===== src/sv/i2c_master_transaction_sequencer_macros.svh =====
// assertion macros for the transaction sequencer
`ifndef I2C_MASTER_TRANSACTION_SEQUENCER_MACROS_SVH
`define I2C_MASTER_TRANSACTION_SEQUENCER_MACROS_SVH

// same-cycle implication
`define I2CMTS_ASSERT_IMPLY(label, clk, rst_n, ante, cons, msg) \
    label: assert property (@(posedge clk) disable iff (!rst_n) (ante) |-> (cons)) \
        else $error(msg);

// next-cycle implication
`define I2CMTS_ASSERT_NEXT(label, clk, rst_n, ante, cons, msg) \
    label: assert property (@(posedge clk) disable iff (!rst_n) (ante) |=> (cons)) \
        else $error(msg);

`endif


===== src/sv/i2cmts_pkg.sv =====
`default_nettype none

package i2cmts_pkg;

    localparam int TX_DEPTH = 16;
    localparam int TX_POS_W = (TX_DEPTH > 1) ? $clog2(TX_DEPTH) : 1;
    localparam int TX_REM_W = $clog2(TX_DEPTH + 1);

    localparam int CFG_IDX_W  = 2;
    localparam int CFG_DATA_W = 8;

    localparam logic [CFG_IDX_W-1:0] CFG_SLAVE_ADDRESS = 2'd0;
    localparam logic [CFG_IDX_W-1:0] CFG_TX_LENGTH     = 2'd1;
    localparam logic [CFG_IDX_W-1:0] CFG_RX_LENGTH     = 2'd2;

    // two-wire status codes
    localparam logic [7:0] ST_START        = 8'h08;
    localparam logic [7:0] ST_RESTART      = 8'h10;
    localparam logic [7:0] ST_MT_SLA_ACK   = 8'h18;
    localparam logic [7:0] ST_MT_SLA_NACK  = 8'h20;
    localparam logic [7:0] ST_MT_DATA_ACK  = 8'h28;
    localparam logic [7:0] ST_MT_DATA_NACK = 8'h30;
    localparam logic [7:0] ST_MR_SLA_ACK   = 8'h40;
    localparam logic [7:0] ST_MR_SLA_NACK  = 8'h48;
    localparam logic [7:0] ST_MR_DATA_ACK  = 8'h50;
    localparam logic [7:0] ST_MR_DATA_NACK = 8'h58;

    typedef enum logic [1:0] {
        MODE_START  = 2'd0,
        MODE_STATUS = 2'd1,
        MODE_ABORT  = 2'd2,
        MODE_LOAD   = 2'd3
    } t_mode;

    typedef enum logic [1:0] {
        PH_IDLE  = 2'd0,
        PH_WRITE = 2'd1,
        PH_READ  = 2'd2
    } t_phase;

    typedef enum logic [2:0] {
        CMD_NONE    = 3'd0,
        CMD_START   = 3'd1,
        CMD_SEND    = 3'd2,
        CMD_RX_ACK  = 3'd3,
        CMD_RX_NACK = 3'd4,
        CMD_STOP    = 3'd5
    } t_cmd;

    typedef enum logic [1:0] {
        ERR_NONE     = 2'd0,
        ERR_NACK     = 2'd1,
        ERR_NO_REPLY = 2'd2,
        ERR_OTHER    = 2'd3
    } t_err;

endpackage

`default_nettype wire


===== src/sv/i2c_master_transaction_sequencer.sv =====
// channel   direction  handshake                   payload
// in        to block   i_in_valid / o_in_stall     mode, with_write, status_code, bus_rx_byte,
//                                                  load_index, load_value
// out       from block o_out_valid / i_out_stall   bus_command, bus_tx_byte, read_valid,
//                                                  read_index, read_byte, refused_busy,
//                                                  done_res, error_code, idle
// cfg       to block   i_cfg_we                    i_cfg_index, i_cfg_data
//
// one transaction per cycle sustained while i_out_stall does not hold the result register; a result
// passes through the input register, then decision logic into the result register
// i_rst_n is synchronous, active low; it clears phase, error, counters and valids
// the transmit store is not cleared; unwritten slots read as unknown
// i_out_stall holds the result register and stalls the input only when both stages are full
`default_nettype none

`include "i2c_master_transaction_sequencer_macros.svh"

module i2c_master_transaction_sequencer (
    input  wire logic        i_clk,
    input  wire logic        i_rst_n,

    input  wire logic        i_cfg_we,
    input  wire logic [i2cmts_pkg::CFG_IDX_W-1:0]  i_cfg_index,
    input  wire logic [i2cmts_pkg::CFG_DATA_W-1:0] i_cfg_data,

    input  wire logic        i_in_valid,
    output logic             o_in_stall,
    input  wire logic [1:0]  i_mode,
    input  wire logic        i_with_write,
    input  wire logic [7:0]  i_status_code,
    input  wire logic [7:0]  i_bus_rx_byte,
    input  wire logic [3:0]  i_load_index,
    input  wire logic [7:0]  i_load_value,

    output logic             o_out_valid,
    input  wire logic        i_out_stall,
    output logic [2:0]       o_bus_command,
    output logic [7:0]       o_bus_tx_byte,
    output logic             o_read_valid,
    output logic [7:0]       o_read_index,
    output logic [7:0]       o_read_byte,
    output logic             o_refused_busy,
    output logic             o_done_res,
    output logic [1:0]       o_error_code,
    output logic             o_idle
);

    localparam int TX_DEPTH = i2cmts_pkg::TX_DEPTH;
    localparam int TX_POS_W = i2cmts_pkg::TX_POS_W;
    localparam int TX_REM_W = i2cmts_pkg::TX_REM_W;

    // configuration
    logic [6:0] r_slave_address;
    logic [4:0] r_tx_length;
    logic [7:0] r_rx_length;

    // input register
    logic                  r_in_vld;
    i2cmts_pkg::t_mode     r_mode;
    logic                  r_with_write;
    logic [7:0]            r_status_code;
    logic [7:0]            r_bus_rx_byte;
    logic [3:0]            r_load_index;
    logic [7:0]            r_load_value;

    // sequencer state
    i2cmts_pkg::t_phase    r_phase, n_phase;
    i2cmts_pkg::t_err      r_err, n_err;
    logic [TX_REM_W-1:0]   r_tx_rem, n_tx_rem;
    logic [TX_POS_W-1:0]   r_tx_pos, n_tx_pos;
    logic [7:0]            r_rx_rem, n_rx_rem;
    logic [7:0]            r_rx_cnt, n_rx_cnt;
    logic [7:0]            r_tx_store [TX_DEPTH];
    logic                  n_store_we;

    // result register
    logic                  r_out_vld;
    i2cmts_pkg::t_cmd      r_bus_command, n_bus_command;
    logic [7:0]            r_bus_tx_byte, n_bus_tx_byte;
    logic                  r_read_valid, n_read_valid;
    logic [7:0]            r_read_index, n_read_index;
    logic [7:0]            r_read_byte, n_read_byte;
    logic                  r_refused_busy, n_refused_busy;
    logic                  r_done_res, n_done_res;
    logic [1:0]            r_error_code;
    logic                  r_idle;

    logic w_adv;
    logic w_fire;
    logic w_ev_end;
    logic w_take;
    logic w_continue;

    assign w_adv      = ~r_out_vld | ~i_out_stall;
    assign w_fire     = r_in_vld & w_adv;
    assign o_in_stall = r_in_vld & ~w_adv;

    // config writes
    always_ff @(posedge i_clk) begin
        if (!i_rst_n) begin
            r_slave_address <= '0;
            r_tx_length     <= '0;
            r_rx_length     <= '0;
        end else if (i_cfg_we) begin
            case (i_cfg_index)
                i2cmts_pkg::CFG_SLAVE_ADDRESS: r_slave_address <= i_cfg_data[6:0];
                i2cmts_pkg::CFG_TX_LENGTH:     r_tx_length     <= i_cfg_data[4:0];
                i2cmts_pkg::CFG_RX_LENGTH:     r_rx_length     <= i_cfg_data[7:0];
                default: ;
            endcase
        end
    end

    // input register
    always_ff @(posedge i_clk) begin
        if (!i_rst_n) begin
            r_in_vld <= 1'b0;
        end else if (!o_in_stall) begin
            r_in_vld <= i_in_valid;
        end
    end

    always_ff @(posedge i_clk) begin
        if (i_in_valid && !o_in_stall) begin
            r_mode        <= i2cmts_pkg::t_mode'(i_mode);
            r_with_write  <= i_with_write;
            r_status_code <= i_status_code;
            r_bus_rx_byte <= i_bus_rx_byte;
            r_load_index  <= i_load_index;
            r_load_value  <= i_load_value;
        end
    end

    // status events that finish the current phase, and received bytes that are taken
    always_comb begin
        w_ev_end = 1'b0;
        w_take   = 1'b0;
        if (r_mode == i2cmts_pkg::MODE_STATUS) begin
            case (r_phase)
                i2cmts_pkg::PH_WRITE: begin
                    case (r_status_code)
                        i2cmts_pkg::ST_START, i2cmts_pkg::ST_RESTART: w_ev_end = 1'b0;
                        i2cmts_pkg::ST_MT_SLA_ACK, i2cmts_pkg::ST_MT_DATA_ACK:
                            w_ev_end = (r_tx_rem == '0);
                        default: w_ev_end = 1'b1;
                    endcase
                end
                i2cmts_pkg::PH_READ: begin
                    case (r_status_code)
                        i2cmts_pkg::ST_START, i2cmts_pkg::ST_RESTART,
                        i2cmts_pkg::ST_MR_SLA_ACK: w_ev_end = 1'b0;
                        i2cmts_pkg::ST_MR_DATA_ACK: begin
                            w_take = (r_rx_rem != '0);
                        end
                        i2cmts_pkg::ST_MR_DATA_NACK: begin
                            w_ev_end = 1'b1;
                            w_take   = (r_rx_rem != '0);
                        end
                        default: w_ev_end = 1'b1;
                    endcase
                end
                default: ;
            endcase
        end
    end

    // next state
    always_comb begin
        n_phase    = r_phase;
        n_err      = r_err;
        n_tx_rem   = r_tx_rem;
        n_tx_pos   = r_tx_pos;
        n_rx_rem   = r_rx_rem;
        n_rx_cnt   = r_rx_cnt;
        n_store_we = 1'b0;
        case (r_mode)
            i2cmts_pkg::MODE_START: begin
                if (r_phase == i2cmts_pkg::PH_IDLE) begin
                    n_err    = i2cmts_pkg::ERR_NONE;
                    n_tx_pos = '0;
                    n_rx_cnt = '0;
                    n_rx_rem = r_rx_length;
                    n_tx_rem = '0;
                    if (r_with_write) begin
                        if (int'(r_tx_length) > TX_DEPTH) begin
                            n_tx_rem = TX_REM_W'(TX_DEPTH);
                        end else begin
                            n_tx_rem = TX_REM_W'(r_tx_length);
                        end
                        n_phase = i2cmts_pkg::PH_WRITE;
                    end else if (r_rx_length != '0) begin
                        n_phase = i2cmts_pkg::PH_READ;
                    end
                end
            end
            i2cmts_pkg::MODE_STATUS: begin
                case (r_phase)
                    i2cmts_pkg::PH_WRITE: begin
                        case (r_status_code)
                            i2cmts_pkg::ST_START, i2cmts_pkg::ST_RESTART: ;
                            i2cmts_pkg::ST_MT_SLA_ACK, i2cmts_pkg::ST_MT_DATA_ACK: begin
                                if (r_tx_rem != '0) begin
                                    n_tx_rem = r_tx_rem - 1'b1;
                                    if (int'(r_tx_pos) == TX_DEPTH - 1) begin
                                        n_tx_pos = '0;
                                    end else begin
                                        n_tx_pos = r_tx_pos + 1'b1;
                                    end
                                end
                            end
                            i2cmts_pkg::ST_MT_DATA_NACK: begin
                                if (r_tx_rem != '0) begin
                                    n_err = i2cmts_pkg::ERR_NACK;
                                end
                            end
                            i2cmts_pkg::ST_MT_SLA_NACK: n_err = i2cmts_pkg::ERR_NO_REPLY;
                            default: n_err = i2cmts_pkg::ERR_OTHER;
                        endcase
                        if (w_ev_end) begin
                            if (n_err == i2cmts_pkg::ERR_NONE && r_rx_rem != '0) begin
                                n_phase = i2cmts_pkg::PH_READ;
                            end else begin
                                n_phase = i2cmts_pkg::PH_IDLE;
                            end
                        end
                    end
                    i2cmts_pkg::PH_READ: begin
                        case (r_status_code)
                            i2cmts_pkg::ST_START, i2cmts_pkg::ST_RESTART,
                            i2cmts_pkg::ST_MR_SLA_ACK, i2cmts_pkg::ST_MR_DATA_ACK,
                            i2cmts_pkg::ST_MR_DATA_NACK: ;
                            i2cmts_pkg::ST_MR_SLA_NACK: n_err = i2cmts_pkg::ERR_NO_REPLY;
                            default: n_err = i2cmts_pkg::ERR_OTHER;
                        endcase
                        if (w_take) begin
                            n_rx_cnt = r_rx_cnt + 1'b1;
                            n_rx_rem = r_rx_rem - 1'b1;
                        end
                        if (w_ev_end) begin
                            n_phase = i2cmts_pkg::PH_IDLE;
                        end
                    end
                    default: n_phase = i2cmts_pkg::PH_IDLE;
                endcase
            end
            i2cmts_pkg::MODE_ABORT: n_phase = i2cmts_pkg::PH_IDLE;
            i2cmts_pkg::MODE_LOAD: n_store_we = (int'(r_load_index) < TX_DEPTH);
            default: ;
        endcase
    end

    assign w_continue = w_ev_end && (r_phase == i2cmts_pkg::PH_WRITE)
                        && (n_phase == i2cmts_pkg::PH_READ);

    // result fields
    always_comb begin
        n_bus_command  = i2cmts_pkg::CMD_NONE;
        n_bus_tx_byte  = '0;
        n_read_valid   = 1'b0;
        n_read_index   = '0;
        n_read_byte    = '0;
        n_refused_busy = 1'b0;
        n_done_res     = 1'b0;
        case (r_mode)
            i2cmts_pkg::MODE_START: begin
                if (r_phase != i2cmts_pkg::PH_IDLE) begin
                    n_refused_busy = 1'b1;
                end else if (r_with_write || r_rx_length != '0) begin
                    n_bus_command = i2cmts_pkg::CMD_START;
                end else begin
                    n_done_res = 1'b1;
                end
            end
            i2cmts_pkg::MODE_STATUS: begin
                case (r_phase)
                    i2cmts_pkg::PH_WRITE: begin
                        if (r_status_code == i2cmts_pkg::ST_START
                                || r_status_code == i2cmts_pkg::ST_RESTART) begin
                            n_bus_command = i2cmts_pkg::CMD_SEND;
                            n_bus_tx_byte = {r_slave_address, 1'b0};
                        end else if (!w_ev_end) begin
                            n_bus_command = i2cmts_pkg::CMD_SEND;
                            n_bus_tx_byte = r_tx_store[r_tx_pos];
                        end
                    end
                    i2cmts_pkg::PH_READ: begin
                        if (r_status_code == i2cmts_pkg::ST_START
                                || r_status_code == i2cmts_pkg::ST_RESTART) begin
                            n_bus_command = i2cmts_pkg::CMD_SEND;
                            n_bus_tx_byte = {r_slave_address, 1'b1};
                        end else if (!w_ev_end) begin
                            n_bus_command = (n_rx_rem > 8'd1) ? i2cmts_pkg::CMD_RX_ACK
                                                              : i2cmts_pkg::CMD_RX_NACK;
                        end
                        if (w_take) begin
                            n_read_valid = 1'b1;
                            n_read_index = r_rx_cnt;
                            n_read_byte  = r_bus_rx_byte;
                        end
                    end
                    default: n_bus_command = i2cmts_pkg::CMD_STOP;
                endcase
                if (w_ev_end) begin
                    if (w_continue) begin
                        n_bus_command = i2cmts_pkg::CMD_START;
                    end else begin
                        n_bus_command = i2cmts_pkg::CMD_STOP;
                        n_done_res    = 1'b1;
                    end
                end
            end
            i2cmts_pkg::MODE_ABORT: n_bus_command = i2cmts_pkg::CMD_STOP;
            default: ;
        endcase
    end

    // state and result registers
    always_ff @(posedge i_clk) begin
        if (!i_rst_n) begin
            r_phase   <= i2cmts_pkg::PH_IDLE;
            r_err     <= i2cmts_pkg::ERR_NONE;
            r_tx_rem  <= '0;
            r_tx_pos  <= '0;
            r_rx_rem  <= '0;
            r_rx_cnt  <= '0;
            r_out_vld <= 1'b0;
        end else begin
            if (w_fire) begin
                r_phase   <= n_phase;
                r_err     <= n_err;
                r_tx_rem  <= n_tx_rem;
                r_tx_pos  <= n_tx_pos;
                r_rx_rem  <= n_rx_rem;
                r_rx_cnt  <= n_rx_cnt;
                r_out_vld <= 1'b1;
            end else if (!i_out_stall) begin
                r_out_vld <= 1'b0;
            end
        end
    end

    always_ff @(posedge i_clk) begin
        if (w_fire && n_store_we) begin
            r_tx_store[TX_POS_W'(r_load_index)] <= r_load_value;
        end
    end

    always_ff @(posedge i_clk) begin
        if (w_fire) begin
            r_bus_command  <= n_bus_command;
            r_bus_tx_byte  <= n_bus_tx_byte;
            r_read_valid   <= n_read_valid;
            r_read_index   <= n_read_index;
            r_read_byte    <= n_read_byte;
            r_refused_busy <= n_refused_busy;
            r_done_res     <= n_done_res;
            r_error_code   <= n_err;
            r_idle         <= (n_phase == i2cmts_pkg::PH_IDLE);
        end
    end

    assign o_out_valid    = r_out_vld;
    assign o_bus_command  = r_bus_command;
    assign o_bus_tx_byte  = r_bus_tx_byte;
    assign o_read_valid   = r_read_valid;
    assign o_read_index   = r_read_index;
    assign o_read_byte    = r_read_byte;
    assign o_refused_busy = r_refused_busy;
    assign o_done_res     = r_done_res;
    assign o_error_code   = r_error_code;
    assign o_idle         = r_idle;

    `I2CMTS_ASSERT_IMPLY(a_stall_only_when_full, i_clk, i_rst_n, o_in_stall,
        r_out_vld && i_out_stall, "input stalled while result stage can advance")
    `I2CMTS_ASSERT_IMPLY(a_done_is_idle, i_clk, i_rst_n, o_out_valid && o_done_res,
        o_idle && !o_refused_busy, "done reported while a transaction runs")
    `I2CMTS_ASSERT_IMPLY(a_busy_no_cmd, i_clk, i_rst_n, o_out_valid && o_refused_busy,
        o_bus_command == i2cmts_pkg::CMD_NONE && !o_idle, "refused start issued a command")
    `I2CMTS_ASSERT_IMPLY(a_read_cmd, i_clk, i_rst_n, o_out_valid && o_read_valid,
        o_bus_command == i2cmts_pkg::CMD_RX_ACK || o_bus_command == i2cmts_pkg::CMD_RX_NACK
        || o_bus_command == i2cmts_pkg::CMD_STOP, "received byte without a read command")
    `I2CMTS_ASSERT_NEXT(a_fire_gives_result, i_clk, i_rst_n, w_fire, r_out_vld,
        "processed transaction left no result")

endmodule

`default_nettype wire


===== config.mk =====
export PLATFORM = sky130hd
export DESIGN_NAME = i2c_master_transaction_sequencer
export DESIGN_NICKNAME = d
export VERILOG_FILES = /design/src/sv/i2cmts_pkg.sv /design/src/sv/i2c_master_transaction_sequencer.sv
export VERILOG_INCLUDE_DIRS = /design/src /design/src/sv
export SDC_FILE = /design/constraint.sdc
export NUM_CORES = 1
export LEC_CHECK = 0
export ABC_AREA = 1
export ABC_CLOCK_PERIOD_IN_PS = 3900
export BUFFER_PORTS_ARGS = -buffer_cell sky130_fd_sc_hd__buf_2
export CORE_MARGIN = 5
export CORE_UTILIZATION = 30
export CTS_CLUSTER_DIAMETER = 100
export DETAILED_ROUTE_END_ITERATION = 12
export GPL_TIMING_DRIVEN = 1
export REMOVE_ABC_BUFFERS = 1
export SYNTH_ARGS = -nofsm -noshare
export SYNTH_HDL_FRONTEND = slang
export SYNTH_SLANG_ARGS = --single-unit
export TNS_END_PERCENT = 100

===== constraint.sdc =====
create_clock -name i_clk -period 3.9 [get_ports i_clk]
set_input_delay 0.975 -clock i_clk [delete_from_list [all_inputs] [get_ports i_clk]]
set_output_delay 0.975 -clock i_clk [all_outputs]
set_load 0.05 [all_outputs]

==> flow_summary_export.csv <==
group,metric,value,unit
synth,syn-cell-area,10600,um^2
cts,cts_tree,"yes",
worst_setup_path,critical_path.endpoint_type,"flop",
power_and_ir_drop,power.density,468,nW/um^2
cts,cts_buffer_depth,3,
timing,period_needed,2.60,ns
synth,synth_top_cells_by_count,"sky130_fd_sc_hd__nand2_1, sky130_fd_sc_hd__edfxtp_1, sky130_fd_sc_hd__a21oi_1, sky130_fd_sc_hd__nor2_1, sky130_fd_sc_hd__inv_1",
finish,layout.nets,1155,
synth,ys_async_sr_fraction,0,
grt,grt-ovfl-total,0,
min_path,hp-class,"reg -> reg",
grt,grt_pass1_wl,40.3,mm
timing,timing.final.ws_setup,1.30,ns
timing,timing_hold_violations_final,0,
min_path,holdPathStages,2,
timing,final_cycle_utilization_of_the_critical_path,0.668,
drt,drt_first_pass_iters,5,
timing,unrepaired_setup_endpoints_after_global_routing,"no",
finish,layout-drive-gt1-share,0.158,
timing,achievable-frequency,384,MHz
floorplanning,dieHeight,198,um
grt,largest_net_degree_at_the_start_of_global_routing,65,
grt,track_usage,0.129,
drt,route.detailed.vias_per_inst,4.79,
cts,clkTransAtPathRegs,0.06,ns
floorplanning,die_x,198,um
worst_setup_path,critical_path.reg2reg.startpoint,"r_phase[0]$_SDFFE_PN0P_",
drt,wirelength,26.1,mm
drt,vias,7563,
worst_setup_path,worst_r2r_path_depth,16,
timing,tightestPinTransition,0.833,ns
placed_design,preCtsSetupSlack,1.02,ns
grt,first_global_vias,7318,
floorplanning,die_area,39300,um^2
drt,detail_route.drc_violations,0,
finish,insertedDiodeCount,0,
worst_setup_path,start_kind,"flop",
worst_setup_path,setup.reg_to_reg.worst_slack,1.30,ns
synth,synth_seq_cells,247,
worst_setup_path,critPathRequiredTime,4.29,ns
synth,synth_enable_flop_cells,192,
finish,utilization,0.349,
drt,ant_nets,0,
cts,clock_latency,0.53,ns
cts,cts_hold_buffers,0,
drt,detailedRoute.firstIterationViolations,683,
synth,ys_types,50,
floorplanning,initial_core_util,0.301,
cts,cts_post_setup_buffers_inserted,0,
timing,finalMaxSlewViolations,0,
cts,tritoncts.num_buffers,25,
status,run_status,"complete, no violations",
grt,grt_antenna_before_repair,0,
worst_setup_path,worst-path-max-fanout,21,
min_path,hp-start,"r_in_vld$_SDFFE_PN0N_",
finish,layout.filler_cells,3489,
worst_setup_path,path_class,"reg -> reg",
synth,synthesis.instances,1017,
synth,synth.yosys.seq_area_share,0.646,
job,drv.max_cap_violation_count,0,
synth,netlist.top_cell.by_area,"sky130_fd_sc_hd__edfxtp_1",
floorplanning,i_o_pin_total,81,
finish,p_r_area_growth_vs_syn,16.0,%
min_path,worstHoldEndpoint,"o_out_valid$_SDFFE_PN0P_",
drt,detail_route.wl_per_cell,16.5,um
cts,h-tree-depth,1,
cts,clock_sink_count,247,
synth,yosys.cell_count.top_type,"sky130_fd_sc_hd__nand2_1",
synth,synth_area_leaders,"sky130_fd_sc_hd__edfxtp_1, sky130_fd_sc_hd__dfxtp_1, sky130_fd_sc_hd__nand2_1, sky130_fd_sc_hd__a21oi_1, sky130_fd_sc_hd__nor2_1",
timing,fin_worst_skew,0.0112,ns
synth,synth.avg_cell_area,10.4,um^2
cts,root_buffer,"sky130_fd_sc_hd__clkbuf_16",
synth,synth-main-ff-cell,"sky130_fd_sc_hd__edfxtp_1",
floorplanning,fp-row-count,69,
synth,post-synth-top-area-fraction,0.543,
cts,cts.repair.resized,0,
timing,max_slew_margin,0.442,
timing,setup_viol,0,
placed_design,gp_congestion,0.858,
placed_design,port-buffer-count,80,
power_and_ir_drop,ir_drop,0.000275,V
synth,yosysWarnings,0,
placed_design,dp_hpwl,17.8,mm
worst_setup_path,critical_path_arrival,2.99,ns
power_and_ir_drop,p_leak,4.67,nW
worst_setup_path,critical_r2r_capture,"o_bus_command[0]$_DFFE_PP_",
floorplanning,design.core.area,35300,um^2
timing,totalNegativeSetupSlack,0,ns
-- flip-flops by register name, summed over array words and instances, names as in the netlist, 4 cells and up, named ones only --
signal	cells
o_read_index	8
r_tx_pos	4
r_rx_rem	8
r_tx_rem	5
r_tx_store	128
r_rx_cnt	8
r_tx_length	5
r_bus_rx_byte	8
r_rx_length	8
r_load_index	4
r_load_value	8
o_read_byte	8
r_status_code	8
r_slave_address	7
o_bus_tx_byte	8
-- worst max-delay path, stage by stage (launching register included) --
cell	delay, ns
sky130_fd_sc_hd__dfxtp_1	0.35
sky130_fd_sc_hd__inv_1	0.12
sky130_fd_sc_hd__ha_1	0.36
sky130_fd_sc_hd__nand3_4	0.12
sky130_fd_sc_hd__nor2_4	0.29
sky130_fd_sc_hd__nand3_2	0.43
sky130_fd_sc_hd__nor2_1	0.21
sky130_fd_sc_hd__nor2_1	0.05
sky130_fd_sc_hd__nand2_1	0.07
sky130_fd_sc_hd__nand2_1	0.05
sky130_fd_sc_hd__nand2_1	0.06
sky130_fd_sc_hd__nor2_2	0.05
sky130_fd_sc_hd__nand2_1	0.07
sky130_fd_sc_hd__nand2_1	0.05
sky130_fd_sc_hd__nand2_1	0.06
sky130_fd_sc_hd__nand2_1	0.05
sky130_fd_sc_hd__nand2_1	0.07
-- cells in the final DEF (no fill, tap or decap), types with 5 or more instances in the layout --
cell,n
sky130_fd_sc_hd__nand2_1,200
sky130_fd_sc_hd__edfxtp_1,192
sky130_fd_sc_hd__a21oi_1,95
sky130_fd_sc_hd__nor2_1,93
sky130_fd_sc_hd__inv_1,90
sky130_fd_sc_hd__buf_2,80
sky130_fd_sc_hd__nand3_1,60
sky130_fd_sc_hd__dfxtp_1,54
sky130_fd_sc_hd__o21ai_0,37
sky130_fd_sc_hd__clkbuf_16,26
sky130_fd_sc_hd__a22oi_1,17
sky130_fd_sc_hd__inv_2,15
sky130_fd_sc_hd__o21ai_1,13
sky130_fd_sc_hd__buf_4,13
sky130_fd_sc_hd__nand4_1,10
sky130_fd_sc_hd__nor2_2,9
sky130_fd_sc_hd__ha_1,9
sky130_fd_sc_hd__nor2_4,8
sky130_fd_sc_hd__o211ai_1,7
sky130_fd_sc_hd__nand2_2,7
sky130_fd_sc_hd__clkinv_1,7
sky130_fd_sc_hd__nor3_1,7
sky130_fd_sc_hd__o311ai_0,6
sky130_fd_sc_hd__o22ai_1,5
-- logic make-up after synthesis --
| logic type | count (synthesis) | share of synthesized area |
|---|---|---|
| AND/OR/NAND/NOR | 409 | 0.173 |
| adder cells (fa/ha/maj) | 9 | 0.0106 |
| XOR/XNOR | 3 | 0.00247 |
| buffers and inverters | 144 | 0.0546 |
| flip-flops | 247 | 0.646 |
| AO/OA/AOI/OAI | 205 | 0.113 |
-- layer usage --
| metal | up-vias | wire length, um | global-route usage |
|---|---|---|---|
| met1 | 3591 | 11400 | 0.175 |
| met2 | 215 | 12000 | 0.204 |
| li1 | 3710 | - | - |
| met3 | 47 | 1970 | 0.0316 |
| met5 | - | 0 | 0 |
| met4 | 0 | 714 | 0.0408 |
-- cell type report --
cell class              instances  area, um^2  area share
flip-flops and latches        247        6870       0.557
clock inverters                10        75.1     0.00609
clock buffers                  35         726      0.0589
multi-input cells             626        3180       0.258
inverters                     107         402      0.0326
well taps                     461         577      0.0468
repair buffers                 93         498      0.0404
-- power by group --
group          internal [W]  total, W  leakage, nW  switching [W]
logic              0.000131  0.000462         2.06       0.000331
registers           0.00290   0.00297         2.22      0.0000651
clock network       0.00136   0.00234        0.393       0.000978
-- stage by stage --
step | cells | hold slack [ns] | power [W] | cell area (um^2)
after detailed placement | 1534 | 0.473 | 0.00349 | 11500
after floorplan | 980 | 0.439 | 0.00331 | 10400
after CTS | 1579 | 0.481 | 0.00582 | 12300
final | 1579 | 0.479 | 0.00577 | 12300
after global placement | 1534 | 0.460 | 0.00348 | 11500
after global routing | 1579 | 0.518 | 0.00598 | 12300
-- worst max-delay path by stage --
stage	from	to	slack, ns
floorplan	flop	o_bus_tx_byte[1]$_SDFFCE_PN0P_	0.93
global placement	i_out_stall	r_tx_store[11][6]$_DFFE_PP_	1.03
detailed placement	i_out_stall	r_tx_store[6][5]$_DFFE_PP_	1.02
CTS	r_phase[0]$_SDFFE_PN0P_	o_bus_command[0]$_DFFE_PP_	1.25
global route	r_phase[0]$_SDFFE_PN0P_	o_bus_command[2]$_DFFE_PP_	1.01
finish	r_phase[0]$_SDFFE_PN0P_	o_bus_command[0]$_DFFE_PP_	1.30
Power figures use the tool's default switching activity.
